### src/sv/pde_pkg.sv
`timescale 1ns / 1ps
// ----------------------------------------------------------------------------
// Palette dictionary encoder package
// Widths, palette capacity and the item type shared by the block's files.
// ----------------------------------------------------------------------------
package pde_pkg;

    localparam int PALETTE_DEPTH = 256;                      // 2 .. 256 entries
    localparam int PDE_AW        = $clog2(PALETTE_DEPTH);    // palette address
    localparam int PDE_CW        = $clog2(PALETTE_DEPTH + 1); // entry count

    localparam int VALUE_W = 32;
    localparam int INDEX_W = 8;
    localparam int SIZE_W  = 9;

    localparam int QUEUE_DEPTH = 2;
    localparam int QUEUE_AW    = $clog2(QUEUE_DEPTH);
    localparam int QUEUE_CW    = $clog2(QUEUE_DEPTH + 1);

    typedef struct packed {
        logic [VALUE_W-1:0] block_value;
        logic               chunk_end;
    } pde_item_t;

endpackage

### src/sv/pde_stream_if.sv
`timescale 1ns / 1ps
// ----------------------------------------------------------------------------
// Palette dictionary encoder stream interfaces
// Valid/ready channels for block values in and palette results out.
// ----------------------------------------------------------------------------
interface pde_in_if;
    import pde_pkg::*;

    logic               valid;
    logic               ready;
    logic [VALUE_W-1:0] block_value;
    logic               chunk_end;

    modport source (output valid, output block_value, output chunk_end, input ready);
    modport sink   (input valid, input block_value, input chunk_end, output ready);
endinterface


### src/sv/pde_front.sv
`timescale 1ns / 1ps
// ----------------------------------------------------------------------------
// Palette encoder front end
// Accept block values and hold them in a short queue for the back end.
// ----------------------------------------------------------------------------
module pde_front (
    input  logic              clk,
    input  logic              rst_n,
    pde_in_if.sink            blk_in,
    output logic              q_valid,
    output pde_pkg::pde_item_t q_item,
    input  logic              q_pop
);
    import pde_pkg::*;

    pde_item_t           slot_reg [QUEUE_DEPTH];
    logic [QUEUE_AW-1:0] wr_ptr_reg, wr_ptr_next;
    logic [QUEUE_AW-1:0] rd_ptr_reg, rd_ptr_next;
    logic [QUEUE_CW-1:0] fill_reg,   fill_next;
    logic                push;
    logic                pop;

    assign blk_in.ready = (fill_reg != QUEUE_CW'(QUEUE_DEPTH));
    assign push         = blk_in.valid && blk_in.ready;
    assign q_valid      = (fill_reg != '0);
    assign pop          = q_pop && q_valid;
    assign q_item       = slot_reg[rd_ptr_reg];

    always_comb
    begin
        wr_ptr_next = wr_ptr_reg;
        rd_ptr_next = rd_ptr_reg;
        fill_next   = fill_reg;
        // advance pointers with wrap at the queue depth
        if (push)
        begin
            wr_ptr_next = (wr_ptr_reg == QUEUE_AW'(QUEUE_DEPTH - 1)) ? '0
                                                                     : wr_ptr_reg + 1'b1;
        end
        if (pop)
        begin
            rd_ptr_next = (rd_ptr_reg == QUEUE_AW'(QUEUE_DEPTH - 1)) ? '0
                                                                     : rd_ptr_reg + 1'b1;
        end
        case ({push, pop})
            2'b10:   fill_next = fill_reg + 1'b1;
            2'b01:   fill_next = fill_reg - 1'b1;
            default: fill_next = fill_reg;
        endcase
    end

    always_ff @(posedge clk or negedge rst_n)
    begin
        if (!rst_n)
        begin
            wr_ptr_reg <= '0;
            rd_ptr_reg <= '0;
            fill_reg   <= '0;
        end
        else
        begin
            wr_ptr_reg <= wr_ptr_next;
            rd_ptr_reg <= rd_ptr_next;
            fill_reg   <= fill_next;
        end
    end

    // queue storage carries payload only
    always_ff @(posedge clk)
    begin
        if (push)
        begin
            slot_reg[wr_ptr_reg] <= '{block_value: blk_in.block_value,
                                      chunk_end:   blk_in.chunk_end};
        end
    end

endmodule

### src/flat_wrapper.sv
// flat-port wrapper written by rule: the top's interface ports become plain ports
module pde_front_flat import pde_pkg::*;
  (clk, rst_n, q_valid, q_item, q_pop, blk_in_valid, blk_in_block_value, blk_in_chunk_end, blk_in_ready);
  pde_in_if blk_in_i ();
  input  logic clk;
  input  logic rst_n;
  output logic q_valid;
  output pde_pkg::pde_item_t q_item;
  input  logic q_pop;
  input wire logic [$bits(blk_in_i.valid)-1:0] blk_in_valid;
  input wire logic [$bits(blk_in_i.block_value)-1:0] blk_in_block_value;
  input wire logic [$bits(blk_in_i.chunk_end)-1:0] blk_in_chunk_end;
  output wire logic [$bits(blk_in_i.ready)-1:0] blk_in_ready;
  assign blk_in_i.valid = blk_in_valid;
  assign blk_in_i.block_value = blk_in_block_value;
  assign blk_in_i.chunk_end = blk_in_chunk_end;
  assign blk_in_ready = blk_in_i.ready;
  pde_front u_core (.clk(clk), .rst_n(rst_n), .blk_in(blk_in_i), .q_valid(q_valid), .q_item(q_item), .q_pop(q_pop));
endmodule
### config.mk
export PLATFORM = sky130hd
export DESIGN_NAME = pde_front_flat
export DESIGN_NICKNAME = d
export VERILOG_FILES = /design/src/sv/pde_pkg.sv /design/src/sv/pde_stream_if.sv /design/src/sv/pde_front.sv /design/src/flat_wrapper.sv
export SDC_FILE = /design/constraint.sdc
export NUM_CORES = 1
export LEC_CHECK = 0
export BUFFER_PORTS_ARGS = -buffer_cell sky130_fd_sc_hd__buf_2
export CAP_MARGIN = 20
export CELL_PAD_IN_SITES_DETAIL_PLACEMENT = 1
export CELL_PAD_IN_SITES_GLOBAL_PLACEMENT = 2
export CORE_ASPECT_RATIO = 0.8
export CORE_MARGIN = 5
export CORE_UTILIZATION = 30
export CTS_CLUSTER_DIAMETER = 120
export CTS_CLUSTER_SIZE = 25
export DETAILED_ROUTE_END_ITERATION = 6
export PLACE_DENSITY_LB_ADDON = 0.1
export SYNTH_ARGS = -nofsm -noshare
export SYNTH_HDL_FRONTEND = slang
export SYNTH_SLANG_ARGS = --single-unit
### constraint.sdc
create_clock -name clk -period 5.3 [get_ports clk]
set_clock_uncertainty 0.2 [all_clocks]
set_input_delay 0.53 -clock clk [delete_from_list [all_inputs] [get_ports clk]]
set_output_delay 0.53 -clock clk [all_outputs]
set_load 0.01 [all_outputs]
=== Word level (Yosys, flattened, before mapping) ===
Memories as Yosys holds them, arrays and structs flattened.
Cells that the tools add are included.

* Flip-flop bits (word level): 4
* Memory bits (writable): 66
* Bits of input ports: 37
* Output and inout port bits: 35
* Memories kept: 1

* Add/subtract/negate cells: 4
* Equal/unequal tests: 3
* Mux-type cells: 5
* Reductions and logical operators: 4

{| class="wikitable"
|+ Memory list
! memory !! depth !! width !! read ports !! clocked after Yosys merged registers in !! wr ports !! RTL line !! RTL
|-
| u_core.slot_reg || 2 || 33 || 1 || 0 || 1 || pde_front.sv:16 || <nowiki>pde_item_t slot_reg [QUEUE_DEPTH];</nowiki>
|}

{| class="wikitable"
|+ Operator list
! operator !! count
|-
| two-way mux 1 bit || 4
|-
| case mux 2 bit (2 select lines) || 1
|-
| nonzero test 2 bit || 2
|-
| adder 1 bit, second input constant || 2
|-
| adder 2 x 1 -> 2 bit, second input constant || 1
|-
| == test 2 x 1 -> 1 bit, second input constant || 1
|-
| == test 2 bit, second input constant || 1
|-
| logical AND 1 bit || 2
|-
| inequality test 2 bit, second input constant || 1
|-
| subtractor 2 x 1 -> 2 bit, second input constant || 1
|}

=== Logic depth before layout (Yosys ltp) ===
Gate-level depths: netlist (run 1).

* Depth in word-level cells: 4
* Mapped depth: 6
* Depth with buffers taken out: 6

=== Worst setup path before layout (run 1) ===
Ideal clock, no wire load.

* Path type: register to register
* Start: register u_core.fill_reg[0]
* End: memory u_core.slot_reg[0][0] (netlist name), enable pin
* Library setup time: 0.423 ns
* Data arrival time: 2.102 ns
* Data required time: 4.677 ns
* Path slack: 2.575 ns
* Stages on the path, launching flop included: 4
* Period minus slack after synthesis: 2.725 ns
* Path through: dfrtp_1 -> nand2b_1 -> nand2_1 -> nor2_1

* Longest elaborated chain between the ends: 4

{| class="wikitable"
|+ Ends and longest elaborated chain
! what !! RTL line !! RTL
|-
| start, declared || pde_front.sv:19 || <nowiki>logic [QUEUE_CW-1:0] fill_reg, fill_next;</nowiki>
|-
| start signal, assigned || pde_front.sv:64 || <nowiki>fill_reg <= fill_next;</nowiki>
|-
| inequality test 2 bit || pde_front.sv:23 || <nowiki>assign blk_in.ready = (fill_reg != QUEUE_CW'(QUEUE_DEPTH));</nowiki>
|-
| via blk_in_ready || flat_wrapper.sv:13 || <nowiki>output wire logic [$bits(blk_in_i.ready)-1:0] blk_in_ready;</nowiki>
|-
| logical AND 1 bit || pde_front.sv:24 || <nowiki>assign push = blk_in.valid && blk_in.ready;</nowiki>
|-
| two-way mux 1 bit || pde_front.sv:71 || <nowiki>if (push)</nowiki>
|-
| two-way mux 1 bit (not written as such) || pde_front.sv:73 || <nowiki>slot_reg[wr_ptr_reg] <= '{block_value: blk_in.block_value,</nowiki>
|-
| end, declared || pde_front.sv:16 ||
|}

The timed path passes the listed nets, and every way through them passes these cells.

==> results of run 1 <==
[worst max-delay path: cells and delay by family, from the launching register on]
family / cells / cell delay (ns)
multiplexers: 1 / 0.37
buffers and inverters: 2 / 0.53
flip-flops: 1 / 0.82
[path summary, 6_finish.rpt]
path / start / end / depth (start not counted)
setup / recovery: u_core.rd_ptr_reg / q_item[12] / 3
hold / removal: blk_in_block_value[24] / u_core.slot_reg[0][25] / 1
setup reg to reg: u_core.fill_reg[0] / u_core.slot_reg[0][24] / 3
hold reg to reg: u_core.fill_reg[1] / u_core.fill_reg[1] / 1
max in group asynchronous: rst_n / u_core.rd_ptr_reg / 2
min in group asynchronous: rst_n / u_core.wr_ptr_reg / 2
[what timing repair did]
item	4_1_cts	5_1_grt
hold buffers	1	0
hold endpoints to repair	4	0
buffers inserted	0	0
[power by group through the flow]
stage	sequential, W	combinational, W	clock, W
finish	0.000823	0.000510	0.000406
global route	0.000839	0.000559	0.000451
CTS	0.000828	0.000531	0.000424
detailed placement	0.000839	0.000529	0
global placement	0.000830	0.000520	0
floorplan	0.000799	0.000375	0
[per-stage QoR]
stage / hold WS, ns / cells
after floorplan: 0.0344 / 120
after global placement: 0.142 / 300
after detailed placement: 0.146 / 300
after CTS: 0.149 / 317
after global routing: 0.143 / 317
final: 0.179 / 317
[placed cells by master, fill, tap and decap left out]
cell type,n
nand2b_1,1
dlygate4sd3_1,1
bufinv_16,1
nor2_1,1
clkinv_2,4
edfxtp_1,66
dfrtp_1,4
clkbuf_8,9
and3_2,1
nor2_4,1
buf_2,71
clkinvlp_4,2
nand2_1,1
ha_1,1
and2_4,1
buf_4,1
or2_1,1
xor2_1,2
mux2_2,33
xnor2_1,3
[area by class of cell]
type,count,area [um2],area share (%)
tap,112,140,4.30
timing repair buffer,73,373,11.4
sequential,70,2080,63.9
clock inverter,7,65.1,2.00
multi-input combinational,46,475,14.6
clock buffer,9,124,3.80
[Yosys cell counts]
library cell / number
and2_4: 1
and3_1: 1
buf_6: 4
dfrtp_1: 4
edfxtp_1: 66
ha_1: 1
mux2_2: 33
nand2_1: 1
nand2b_1: 1
nor2_1: 2
or2_1: 1
xnor2_1: 3
xor2_1: 2
[metal layers]
metal	part of all wire (%)	GRT usage, %	vias up
met5	0	0	-
met4	0.75	3.86	0
met3	7.3	5.30	5
met2	51	17.0	46
met1	41	11.2	638
li1	-	-	625
[cells by family after synthesis]
kind of cell | count (synthesis) | synth area share (%)
buf+inv | 4 | 1.74
mux | 33 | 14.3
flops | 70 | 80.3
fa+ha+maj | 1 | 0.482
simple gates | 7 | 1.50
xor+xnor | 5 | 1.69
==> metrics, run 1 <==
distinct cell type count of the synthesized netlist 13; #FFs+latches synth 70; Setup crit start kind register; Clock Latency Late Sink 0.33 ns; Initial DRT Pass Iterations 2; status completed; clock transition at the registers of the reported paths 0.08 ns; maximum VDD drop 183 uV; required time worst endpoint 4.57 ns; RSZ-0062 raised after global routing no; largest area contributor in the netlist edfxtp_1; area grow syn2layout 25.7%; Reg power frac 47.3%; drt total wl 5080 um; core box area 0.00845 mm2; wire per inst 16.0 um; RePlAce Congestion 0.668; post-route core utilization 38.6%; synthesized net count 158; Ys Warns 0; Bufs on Longest Clock Path 2; clk sink count 70; vias in the first global route 1519; largest fanout on the critical path 18; Layout Nets 238; final hold vios 0; # IOs 72; post-DP HPWL 3490 um; Diodes inserted 0; Mapped Area 0.00259 mm2; Antenna Nets Post-Route 0; top cells by area, synth edfxtp_1 76%, mux2_2 14%, dfrtp_1 3.9%; setup ws final 2.51 ns; kind of critical path reg2out; Clock Power Share 23.3%; Critical-path top delay cell dfrtp_1; first-pass GRT wire length 7980 um; Cells after Synth 120; Worst Tran Pin Value 1.01 ns; Die Width 114 um; DP Worst Slack 2.77 ns; Via Count 1314; share of the synthesized area in the top cell type 76.4%; post-CTS sizing 0; Post-DP Area 0.00306 mm2; IO Port Bufs 71; endpoints failing setup 0; largest net degree at the start of global routing 34; fillcell total 869; cell leakage power 1.22 nW; Slew Limit Fails 0; cells along the critical path buf_4 -> mux2_2 -> buf_2; fin area 0.00326 mm2; max reg flops 66; Rows 30; internal power 0.00122 W; Logic pwr share 29.3%; clock root buffer clkbuf_8; syn_area_per_cell 21.6 um2; class of the worst hold path in2reg; Power Total 0.00174 W; initial antenna violation count 0; initial drt markers 22; max cap viols 0; Slew HR 32.5%; Die Y 93.2 um; share of layout cells above drive strength 1 60.5%; Via density 4.15; H-Tree Depth 3; period utilization 52.7%; DIE AREA 0.0106 mm2; gr usage total 10.3%; setup TNS 0 ns; Sw Pwr 0.000520 W; Final Critical Period 2.79 ns; Num CTS Buffers 9; drt drc 0; power density over cell area 533 mW/mm2; Max Fclk 358 MHz; sw frac 29.9%; Seq/Total Area, Yosys 80.3%; crit end category primary output; CTS tree yes; Arr. time, crit path 2.06 ns; GR Overflow Total 0; Crit path largest cell delay 0.82 ns; reg-to-reg slack, setup 3.21 ns; initial core utilization 30.7%
No activity file was read; power rests on OpenSTA's default activity.
==> inputs of run 2 (changes only) <==
- clock period: 5.3 -> 2.4 ns (I/O delays scaled with it)
==> metrics, run 2 (same netlist as run 1, synthesis figures left out) <==
status completed (unchanged); Reg power frac 46.6% (was 47.3%); R2R depth 4 (was 3); final hold vios 0 (unchanged); Layout Nets 273 (was 238); DIE AREA 0.0106 mm2 (unchanged); wire per inst 14.5 um (was 16.0 um); Slew HR 70.3% (was 32.5%); Max Fclk 475 MHz; Slew Limit Fails 0 (unchanged); clock transition at the registers of the reported paths 0.06 ns (was 0.08 ns); fin area 0.00361 mm2 (was 0.00326 mm2); sw frac 29.8% (was 29.9%); r2r startpoint u_core.fill_reg[0] (unchanged); fillcell total 851 (was 869); routing usage on met3 4.72% (was 5.30%); Clock Power Share 19.9% (was 23.3%); Clock Latency Late Sink 0.32 ns (was 0.33 ns); Diodes inserted 0 (unchanged); cells along the critical path buf_12 -> mux2_2 -> buf_2 (was buf_4 -> mux2_2 -> buf_2); Num CTS Buffers 9 (unchanged); clk sink count 70 (unchanged); Sw Pwr 0.00114 W (was 0.000520 W); Antenna Nets Post-Route 0 (unchanged); Setup crit start kind register (unchanged); Power Total 0.00381 W (was 0.00174 W); most frequent cells in the layout 71 x buf_2, 66 x edfxtp_1, 34 x dlygate4sd3_1 (was 71 x buf_2, 66 x edfxtp_1, 33 x mux2_2); Via Count 1439 (was 1314); Worst Tran Pin Value 0.445 ns (was 1.01 ns); commonest non-fill, non-tap cell in the layout buf_2 (unchanged); gr usage total 10.1% (was 10.3%); H-Tree Depth 3 (unchanged); Die Y 93.2 um (unchanged); Crit path largest cell delay 0.58 ns (was 0.82 ns); worst r2r dst u_core.slot_reg[0][6] (was u_core.slot_reg[0][24]); initial drt markers 21 (was 22); share of layout cells above drive strength 1 51.2% (was 60.5%); initial antenna violation count 0 (unchanged); Arr. time, crit path 1.67 ns (was 2.06 ns); first-pass GRT wire length 8020 um (was 7980 um); power density over cell area 1060 mW/mm2 (was 533 mW/mm2); vias in the first global route 1627 (was 1519); Bufs on Longest Clock Path 2 (unchanged); internal power 0.00268 W (was 0.00122 W); met1 Use GR 11.2% (about the same); max reg flops 66 (unchanged); RSZ-0062 raised after global routing no (unchanged); core box area 0.00845 mm2 (unchanged); required time worst endpoint 1.96 ns (was 4.57 ns); kind of critical path reg2out (unchanged); drt drc 0 (unchanged); Post-DP Area 0.00311 mm2 (was 0.00306 mm2); Reg area 0.00208 mm2 (unchanged); initial core utilization 30.7% (unchanged); reg-to-reg slack, setup 0.57 ns (was 3.21 ns); endpoints failing setup 0 (unchanged); CP Launch Point u_core.rd_ptr_reg (unchanged); IO Port Bufs 71 (unchanged); CP Capture Point q_item[26] (was q_item[12]); Rows 30 (unchanged); GR Overflow Total 0 (unchanged); setup TNS 0 ns (unchanged); Via density 4.09 (was 4.15); class of the worst hold path in2reg (unchanged); area grow syn2layout 39.2% (was 25.7%); maximum VDD drop 458 uV (was 183 uV); CTS tree yes (unchanged); Initial DRT Pass Iterations 3 (was 2); GR Util met2 16.9% (was 17.0%); largest fanout on the critical path 27 (was 18); Logic pwr share 33.4% (was 29.3%); # IOs 72 (unchanged); max cap viols 0 (unchanged); drt total wl 5110 um (was 5080 um); post-DP HPWL 3470 um (was 3490 um); Most Crowded Layer GR met2 (unchanged); clock root buffer clkbuf_8 (unchanged); Final Critical Period 2.11 ns; largest net degree at the start of global routing 28 (was 34); cell leakage power 1.36 nW (was 1.22 nW); period utilization 87.7%; area of the multi-input gates 475 um2 (unchanged); Die Width 114 um (unchanged); Critical-path top delay cell dfrtp_1 (unchanged); RePlAce Congestion 0.670 (was 0.668); crit end category primary output (unchanged)
## run 2: worst min path at each step
stage / start / endpoint / slack, ns / cells after the start
2_1_floorplan: rst_n / u_core.fill_reg[0] / -0.26 / 0
3_5_place_dp: rst_n / u_core.fill_reg[0] / -0.15 / 1
6_report: q_pop / u_core.rd_ptr_reg / 0.03 / 3
3_3_place_gp: rst_n / u_core.fill_reg[0] / -0.15 / 1
5_1_grt: q_pop / u_core.rd_ptr_reg / 0.009 / 3
4_1_cts: q_pop / u_core.rd_ptr_reg / 0.01 / 3
## run 2: area by class of cell
| cell class | count | area share (%) |
|---|---|---|
| multi-input cells | 46 | 13.2 |
| repair buffers | 108 | 20.9 |
| clock inverters | 5 | 0.728 |
| flip-flops and latches | 70 | 57.7 |
| clock buffers | 11 | 3.64 |
| well taps | 112 | 3.88 |
## run 2: power groups by stage
stage                     Sequential, W  Clock [W]  Combinational [W]
after detailed placement        0.00181          0            0.00127
after CTS                       0.00179   0.000798            0.00133
after global placement          0.00179          0            0.00125
after floorplan                 0.00176          0           0.000831
final                           0.00178   0.000760            0.00127
after global routing            0.00180   0.000867            0.00139
## run 2: repair_timing
item / in CTS / in global routing
buffers inserted: 0 / 0
gates resized for setup: 0 / 0
hold buffers: 34 / 0
hold endpoints to repair: 70 / 0
setup endpoints to repair: 0 / 0
## run 2: per-stage QoR
step	utilization (%)	cells	hold WS [ns]	setup WS [ns]
3_5_place_dp	36.9	302	-0.147	0.519
4_1_cts	42.8	352	0.0128	0.241
5_1_grt	42.8	352	0.00858	0.202
3_3_place_gp	36.9	302	-0.148	0.613
6_report	42.8	352	0.0318	0.294
2_1_floorplan	-	120	-0.256	0.217
## run 2: critical path, delay by kind of cell (launching register included)
kind	cells	cell delay [ns]
buffers and inverters	2	0.39
DFF	1	0.58
muxes	1	0.37
## run 2: layer usage
layer / vias up / share of wire [%]
met3: 8 / 7.4
met1: 697 / 41
li1: 692 / -
met2: 42 / 51
met5: - / 0
met4: 0 / 1.2
